### src/sv/lppt_pkg.sv
// Shared types and constants for the laser plane triangulator.
`default_nettype none
package lppt_pkg;

   localparam int DefFrameWidth  = 640;
   localparam int DefFrameHeight = 480;

   localparam int ColW = 10;
   localparam int RowW = 9;

   // Quotient width of the restoring divider; results above this are off the map anyway.
   localparam int QuoW   = 14;
   // Divisor is |den| or |den*32|: den fits in 53 bits, so the divisor fits in 58.
   localparam int DivW   = 58;
   // Dividends: numx below 2^63 in magnitude, numz below 2^52.
   localparam int NumW   = 63;

   localparam logic [2:0] RegNx    = 3'd0;
   localparam logic [2:0] RegNy    = 3'd1;
   localparam logic [2:0] RegNz    = 3'd2;
   localparam logic [2:0] RegOff   = 3'd3;
   localparam logic [2:0] RegInvF  = 3'd4;
   localparam logic [2:0] RegScale = 3'd5;

   typedef struct packed {
      logic [ColW-1:0] pixel_col;
      logic [RowW-1:0] pixel_row;
      logic            laser_hit;
   } req_payload_type;

   typedef struct packed {
      logic [ColW-1:0] map_col;
      logic [RowW-1:0] map_row;
   } rsp_payload_type;

   // One divider lane as it moves from cell to cell.
   typedef struct packed {
      logic            valid;
      logic            neg;
      logic [NumW-1:0] rem;
      logic [DivW-1:0] dvs;
      logic [QuoW-1:0] quo;
      logic            ovf;
   } div_lane_type;

   // Work carried alongside the two divider lanes.
   typedef struct packed {
      logic valid;
   } div_ctl_type;

endpackage
`default_nettype wire

### src/sv/lppt_div_cell.sv
// One restoring divider cell: settles one quotient bit for both lanes per cycle unless stalled.
`default_nettype none
module lppt_div_cell #(
   parameter int Bit = 0
) (
   input  wire                   clock,
   input  wire                   reset,
   input  wire                   stall,
   input  lppt_pkg::div_lane_type x_in,
   input  lppt_pkg::div_lane_type z_in,
   output lppt_pkg::div_lane_type x_out,
   output lppt_pkg::div_lane_type z_out
);
   import lppt_pkg::*;

   div_lane_type x_ff, z_ff;

   function automatic div_lane_type step(input div_lane_type a);
      div_lane_type         r;
      logic [NumW+QuoW-1:0] sh;
      r  = a;
      sh = (NumW+QuoW)'(a.dvs) << Bit;
      if ({{QuoW{1'b0}}, a.rem} >= sh) begin
         r.rem = a.rem - sh[NumW-1:0];
         r.quo[Bit] = 1'b1;
      end
      return r;
   endfunction

   always_ff @(posedge clock) begin
      if (reset) begin
         x_ff.valid <= 1'b0;
         z_ff.valid <= 1'b0;
      end else if (!stall) begin
         x_ff <= step(x_in);
         z_ff <= step(z_in);
      end
   end

   assign x_out = x_ff;
   assign z_out = z_ff;
endmodule
`default_nettype wire

### config.mk
export PLATFORM = sky130hd
export DESIGN_NAME = lppt_div_cell
export DESIGN_NICKNAME = d
export VERILOG_FILES = /design/src/sv/lppt_pkg.sv /design/src/sv/lppt_div_cell.sv
export SDC_FILE = /design/constraint.sdc
export NUM_CORES = 1
export LEC_CHECK = 0
export BUFFER_PORTS_ARGS = -buffer_cell sky130_fd_sc_hd__buf_2
export CORE_ASPECT_RATIO = 1.75
export CORE_MARGIN = 2
export CORE_UTILIZATION = 30
export DETAILED_ROUTE_END_ITERATION = 12
export PLACE_DENSITY = 0.63
export SYNTH_ARGS = -nofsm -noshare
export SYNTH_HDL_FRONTEND = slang
export SYNTH_SLANG_ARGS = --single-unit
### constraint.sdc
create_clock -name clock -period 38.3 [get_ports clock]
set_clock_uncertainty 0.15 [all_clocks]
set_input_delay 7.66 -clock clock [delete_from_list [all_inputs] [get_ports clock]]
set_output_delay 7.66 -clock clock [all_outputs]
set_load 0.02 [all_outputs]
==> flow_summary_export.csv, run 1 <==
group,metric,value,unit
global_route,grt_usage,21.5,%
cts,worstSkewPairLatency,0.58,ns
setup_path,r2r_cells,2,
yosys,netlist_area,17200,sq um
setup_path,crit_fanout,75,
timing,slew_violations,0,
power_and_ir_drop,peakVddDrop,0.0349,mV
cts,clock-sinks,276,
final_layout,drive_gt1_share,28.6,%
yosys,syn-num-nets,2133,
final_layout,layout_commonest_cell,"buf_2",
yosys,synth_edf_count,274,
drt,vias,15600,
timing,period_share,31.8,%
cts,numCtsBuffers,29,
drt,post_drt_via_cell_ratio,5.10,
timing,timing.fmax,0.0821,GHz
worst_hold_path,min_from,"z_out[137]$_SDFFE_PP0N_",
yosys,synth_top_area_share,47.7,%
setup_path,r2r_setup_slack,37.54,ns
final_layout,fin_nets,2654,
floorplanning,coreArea,57000,sq um
drt,met3_length,6.08,mm
cts,clk_pin_slew,0.07,ns
yosys,ys_async_sr_fraction,0,%
global_route,grt_pass1_vias,16000,
drt,wire_per_inst,21.9,um
placed_design,portBuffers,554,
setup_path,setup.worst_path.end,"z_out[135]$_DFFE_PP_",
final_layout,final_area,21900,sq um
setup_path,critPathLaunchType,"input port",
global_route,antenna_found_initial,12,
setup_path,critical_path.startpoint,"z_in[23]",
yosys,ys_seq_area_share,47.9,%
final_layout,final_cell_mix,"buf_2 (554), edfxtp_1 (274), a21oi_1 (224)",
setup_path,crit_required,38.50,ns
floorplanning,rows,116,
drt,top_layer,"met5",
timing,whs,0.375,ns
run,maxCapViolCount,0,
drt,drc,0,
floorplanning,initial_core_util,30.2,%
yosys,yosys_warnings,0,
timing,finalWorstSetupSlack,26.12,ns
timing,setup_viol,0,
drt,drt_iter0_markers,1048,
cts,cts_buffer_depth,3,
yosys,synth_area_leaders,"edfxtp_1 (48%), ha_1 (8.6%), a21oi_1 (6.5%)",
yosys,synth_cells,1734,
timing,relSlewSlack,18.5,%
cts,cts_hold_buffers,0,
cts,cts_resized,0,
drt,wl_met1,21.5,mm
global_route,grt_overflow,0,
yosys,synth_top_cell_by_area,"edfxtp_1",
drt,first_pass_iters,7,
floorplanning,io_pins,555,
yosys,synth-main-ff-cell,"edfxtp_1",
placed_design,place_hpwl,55.1,mm
setup_path,cp-end-kind,"register",
cts,htree_levels,1,
global_route,grt_pass1_wl,95.9,mm
cts,cts_setup_buffers,0,
power_and_ir_drop,p_leak,0.00965,uW
run_status,status,"finished, final reports clean",
timing,worstMarginPinSlew,1.21,ns
worst_hold_path,min_path_type,"reg2reg",
placed_design,dpl_cell_area,20800,sq um
placed_design,place.gp.congestion,0.936,
power_and_ir_drop,power,962,uW
setup_path,worstPathArrival,12.38,ns
placed_design,place_ws,25.53,ns
drt,wl,66.9,mm
yosys,avgSynthCellArea,9.95,sq um
floorplanning,die-area,59500,sq um
drt,met2WireLength,34.2,mm
worst_hold_path,min_path_cells,2,
floorplanning,die_w,185,um
timing,hold_viol_final,0,
timing,fin_crit,12.18,ns
power_and_ir_drop,powerDensity,44.0,nW/um^2
setup_path,critPathKind,"in2reg",
drt,final_antenna_net_count,0,
timing,fin_tns_setup,0,ns
setup_path,timing.rr.start,"z_out[137]$_SDFFE_PP0N_",
final_layout,syn_to_final_growth,26.9,%
yosys,ys_seq_elements,276,
cts,root_buffer,"clkbuf_16",
timing,rsz0062_at_grt,"false",
global_route,grt_max_degree,76,
cts,tritoncts,"built",
yosys,ys_types,69,
setup_path,r2r_end,"z_out[137]$_SDFFE_PP0N_",
floorplanning,chipHeight,321,um
worst min-delay path by stage:
stage	to	slack (ns)
global route	z_out[137]$_SDFFE_PP0N_	0.41
floorplan	x_out[137]$_SDFFE_PP0N_	0.44
finish	z_out[137]$_SDFFE_PP0N_	0.37
detailed placement	z_out[137]$_SDFFE_PP0N_	0.36
CTS	z_out[137]$_SDFFE_PP0N_	0.38
global placement	x_out[137]$_SDFFE_PP0N_	0.33
area by class of cell:
type / instances / area [sq um]
Antenna cell: 5 / 12.5
Clock buffer: 29 / 726
Clock inverter: 25 / 373
Fill cell: 5757 / 35100
Inverter: 152 / 571
Multi-Input combinational cell: 1230 / 8120
Sequential cell: 276 / 8270
Tap cell: 767 / 960
Timing Repair Buffer: 566 / 2860
synthesized netlist by cell type, types with 44 or more instances:
cell        n
a21o_1     69
inv_1     152
nand4_1    44
a21oi_1   224
clkbuf_1   60
xnor2_1    68
nor2_1    164
ha_1      118
nand2_1   109
xor2_1     45
edfxtp_1  274
o21ai_0    85
where the power goes:
group	switching (uW)	leakage [uW]	internal (uW)	total, uW
clock	131	0.000538	200	331
sequential	7.62	0.00259	368	376
combinational	164	0.00651	91.7	256
total	303	0.00965	660	962
layer usage:
| layer | track usage, % | up-vias |
|---|---|---|
| met1 | 19.9 | 7211 |
| met5 | 0 | - |
| met4 | 14.3 | 8 |
| met2 | 40.5 | 770 |
| li1 | - | 7367 |
| met3 | 5.83 | 195 |
cells by family (layout without fill, tap and decap cells):
kind of cell               after synthesis  after routing  synth area share, %
adders and majority gates              120            120                 8.79
AOI/OAI and AO/OA                      531            531                 19.1
muxes                                   16             16                 1.02
other                                    0              5                    0
DFF                                    276            276                 47.9
buffers and inverters                  228            772                 5.09
and+or+nand+nor                        450            450                 12.3
xor gates and xnor gates               113            113                 5.74
flip-flops by register name, indices dropped and copies added, names as in the netlist:
register and flops:
x_out 138, z_out 138
through the flow:
stage / instances / utilization (%)
after floorplan: 1734 / -
after global placement: 2991 / 36.4
after detailed placement: 2991 / 36.4
after CTS: 3045 / 38.4
after global routing: 3047 / 38.4
final: 3050 / 38.4
critical path, stage by stage:
cell and delay (ns):
buf_2 0.09, inv_1 0.06, ha_1 0.49, nand4_1 0.21, or3_1 0.36, o21ai_2 0.34
a21oi_2 0.18, o31ai_4 0.48, a31oi_1 0.29, a22oi_4 0.80, buf_4 0.73, or4b_1 0.53
xnor2_1 0.15
Note: power is estimated with default switching activity, not from simulation.
==> run 2, diff against run 1 <==
--- a/config.mk
+++ b/config.mk
@@ -10,7 +10,7 @@
 export CORE_MARGIN = 2
 export CORE_UTILIZATION = 30
 export DETAILED_ROUTE_END_ITERATION = 12
-export PLACE_DENSITY = 0.63
+export PLACE_DENSITY = 0.65
 export SYNTH_ARGS = -nofsm -noshare
 export SYNTH_HDL_FRONTEND = slang
 export SYNTH_SLANG_ARGS = --single-unit
==> constraint.sdc (replaced) <==
create_clock -name clock -period 10.7 [get_ports clock]
set_clock_uncertainty 0.15 [all_clocks]
set_input_delay 2.14 -clock clock [delete_from_list [all_inputs] [get_ports clock]]
set_output_delay 2.14 -clock clock [all_outputs]
set_load 0.02 [all_outputs]
==> flow_summary_export.csv, run 2 (synthesis results as in run 1) <==
group,metric,value,unit
global_route,grt_max_degree,146,
run_status,status,"finished, final reports clean",
cts,cts_setup_buffers,0,
timing,fin_crit,6.39,ns
setup_path,critical_path.startpoint,"z_in[25]",
cts,worstSkewPairLatency,0.59,ns
power_and_ir_drop,peakVddDrop,0.127,mV
drt,wire_per_inst,22.2,um
final_layout,final_cell_mix,"buf_2 (554), edfxtp_1 (274), a21oi_1 (224)",
timing,fin_tns_setup,0,ns
drt,top_layer,"met5",
setup_path,cp-end-kind,"register",
worst_hold_path,min_from,"x_out[137]$_SDFFE_PP0N_",
placed_design,place_hpwl,55.9,mm
floorplanning,initial_core_util,30.2,%
cts,cts_resized,0,
setup_path,timing.rr.start,"z_out[137]$_SDFFE_PP0N_",
cts,clk_pin_slew,0.06,ns
cts,cts_buffer_depth,3,
floorplanning,chipHeight,321,um
setup_path,crit_required,10.89,ns
final_layout,fillers,5698,
placed_design,place.gp.congestion,0.960,
global_route,grt_overflow,0,
drt,met2WireLength,35.9,mm
power_and_ir_drop,p_leak,0.00959,uW
global_route,grt_pass1_vias,16100,
power_and_ir_drop,power,3350,uW
drt,post_drt_via_cell_ratio,5.12,
timing,setup_viol,0,
floorplanning,die_w,185,um
final_layout,layout_commonest_cell,"buf_2",
setup_path,worstPathArrival,6.58,ns
timing,timing.fmax,0.157,GHz
timing,rsz0062_at_grt,"false",
floorplanning,io_pins,555,
cts,clock-sinks,276,
cts,htree_levels,1,
drt,first_pass_iters,5,
run,maxCapViolCount,0,
floorplanning,rows,116,
final_layout,drive_gt1_share,28.6,%
timing,worstMarginPinSlew,1.06,ns
drt,wl,67.7,mm
drt,vias,15600,
power_and_ir_drop,powerDensity,154,nW/um^2
cts,tritoncts,"built",
global_route,grt_usage,21.8,%
floorplanning,coreArea,57000,sq um
setup_path,crit_fanout,74,
global_route,grt_pass1_wl,96.9,mm
setup_path,critPathLaunchType,"input port",
cts,cts_hold_buffers,0,
drt,drc,0,
floorplanning,die-area,59500,sq um
drt,final_antenna_net_count,0,
timing,hold_viol_final,0,
timing,period_share,59.7,%
placed_design,portBuffers,554,
timing,relSlewSlack,29.2,%
cts,numCtsBuffers,29,
cts,root_buffer,"clkbuf_16",
setup_path,critPathKind,"in2reg",
timing,slew_violations,0,
final_layout,fin_nets,2654,
drt,met3_length,5.74,mm
drt,wl_met1,22.0,mm
worst_hold_path,min_path_type,"reg2reg",
drt,drt_iter0_markers,744,
global_route,antenna_found_initial,20,
final_layout,syn_to_final_growth,26.5,%
-- run 2: cell types whose count changed in the layout (fill, tap and decap cells not counted), sizes merged --
cell,previous run,this run
clkinvlp,1,5
clkbuf,29,31
inv,156,159
bufinv,9,4
clkinv,11,6
diode,5,11
-- run 2: layout make-up --
type	instances	area [sq um]	area share [%]
Inverter	152	571	2.62
Clock inverter	22	249	1.14
Timing Repair Buffer	566	2880	13.2
Antenna cell	11	27.5	0.126
Sequential cell	276	8270	37.9
Tap cell	767	960	4.40
Multi-Input combinational cell	1230	8120	37.2
Clock buffer	31	743	3.41
-- run 2: worst paths after layout --
| kind | to | slack (ns) | cells after the start |
|---|---|---|---|
| setup / recovery | z_out[135]$_DFFE_PP_ | 4.31 | 13 |
| hold / removal | x_out[137]$_SDFFE_PP0N_ | 0.35 | 2 |
| setup reg to reg | z_out[137]$_SDFFE_PP0N_ | 9.94 | 2 |
| hold reg to reg | x_out[137]$_SDFFE_PP0N_ | 0.35 | 2 |
-- run 2: where the power goes --
group | leakage, uW | total (uW) | internal (uW) | switching (uW)
Combinational | 0.00652 | 925 | 329 | 596
Sequential | 0.00259 | 1350 | 1320 | 27.8
Clock | 0.000475 | 1080 | 607 | 474
-- run 2: routing by layer --
layer	global-route usage, %	vias up
li1	-	7374
met4	12.2	12
met1	20.3	7292
met2	42.2	781
met3	5.49	177
met5	0	-
-- run 2: worst max-delay path: stages --
cell and delay, ns:
buf_2 0.10, inv_1 0.05, ha_1 0.49, nand4_1 0.34
or3_1 0.42, o21ai_2 0.35, a21oi_2 0.20, o31ai_4 0.51
a31oi_1 0.42, a22oi_4 0.25, buf_4 0.64, or4b_1 0.51
xnor2_1 0.14
-- run 2: per-stage QoR --
step                instances  setup slack [ns]  instance area, sq um  util (%)  hold slack (ns)
floorplan                1734             0.791                 17300         -            0.436
global placement         2991              3.66                 20800      36.5            0.319
detailed placement       2991              3.70                 20800      36.5            0.339
CTS                      3044              4.33                 21800      38.2            0.355
global route             3049              4.11                 21800      38.2            0.408
finish                   3055              4.31                 21800      38.2            0.352
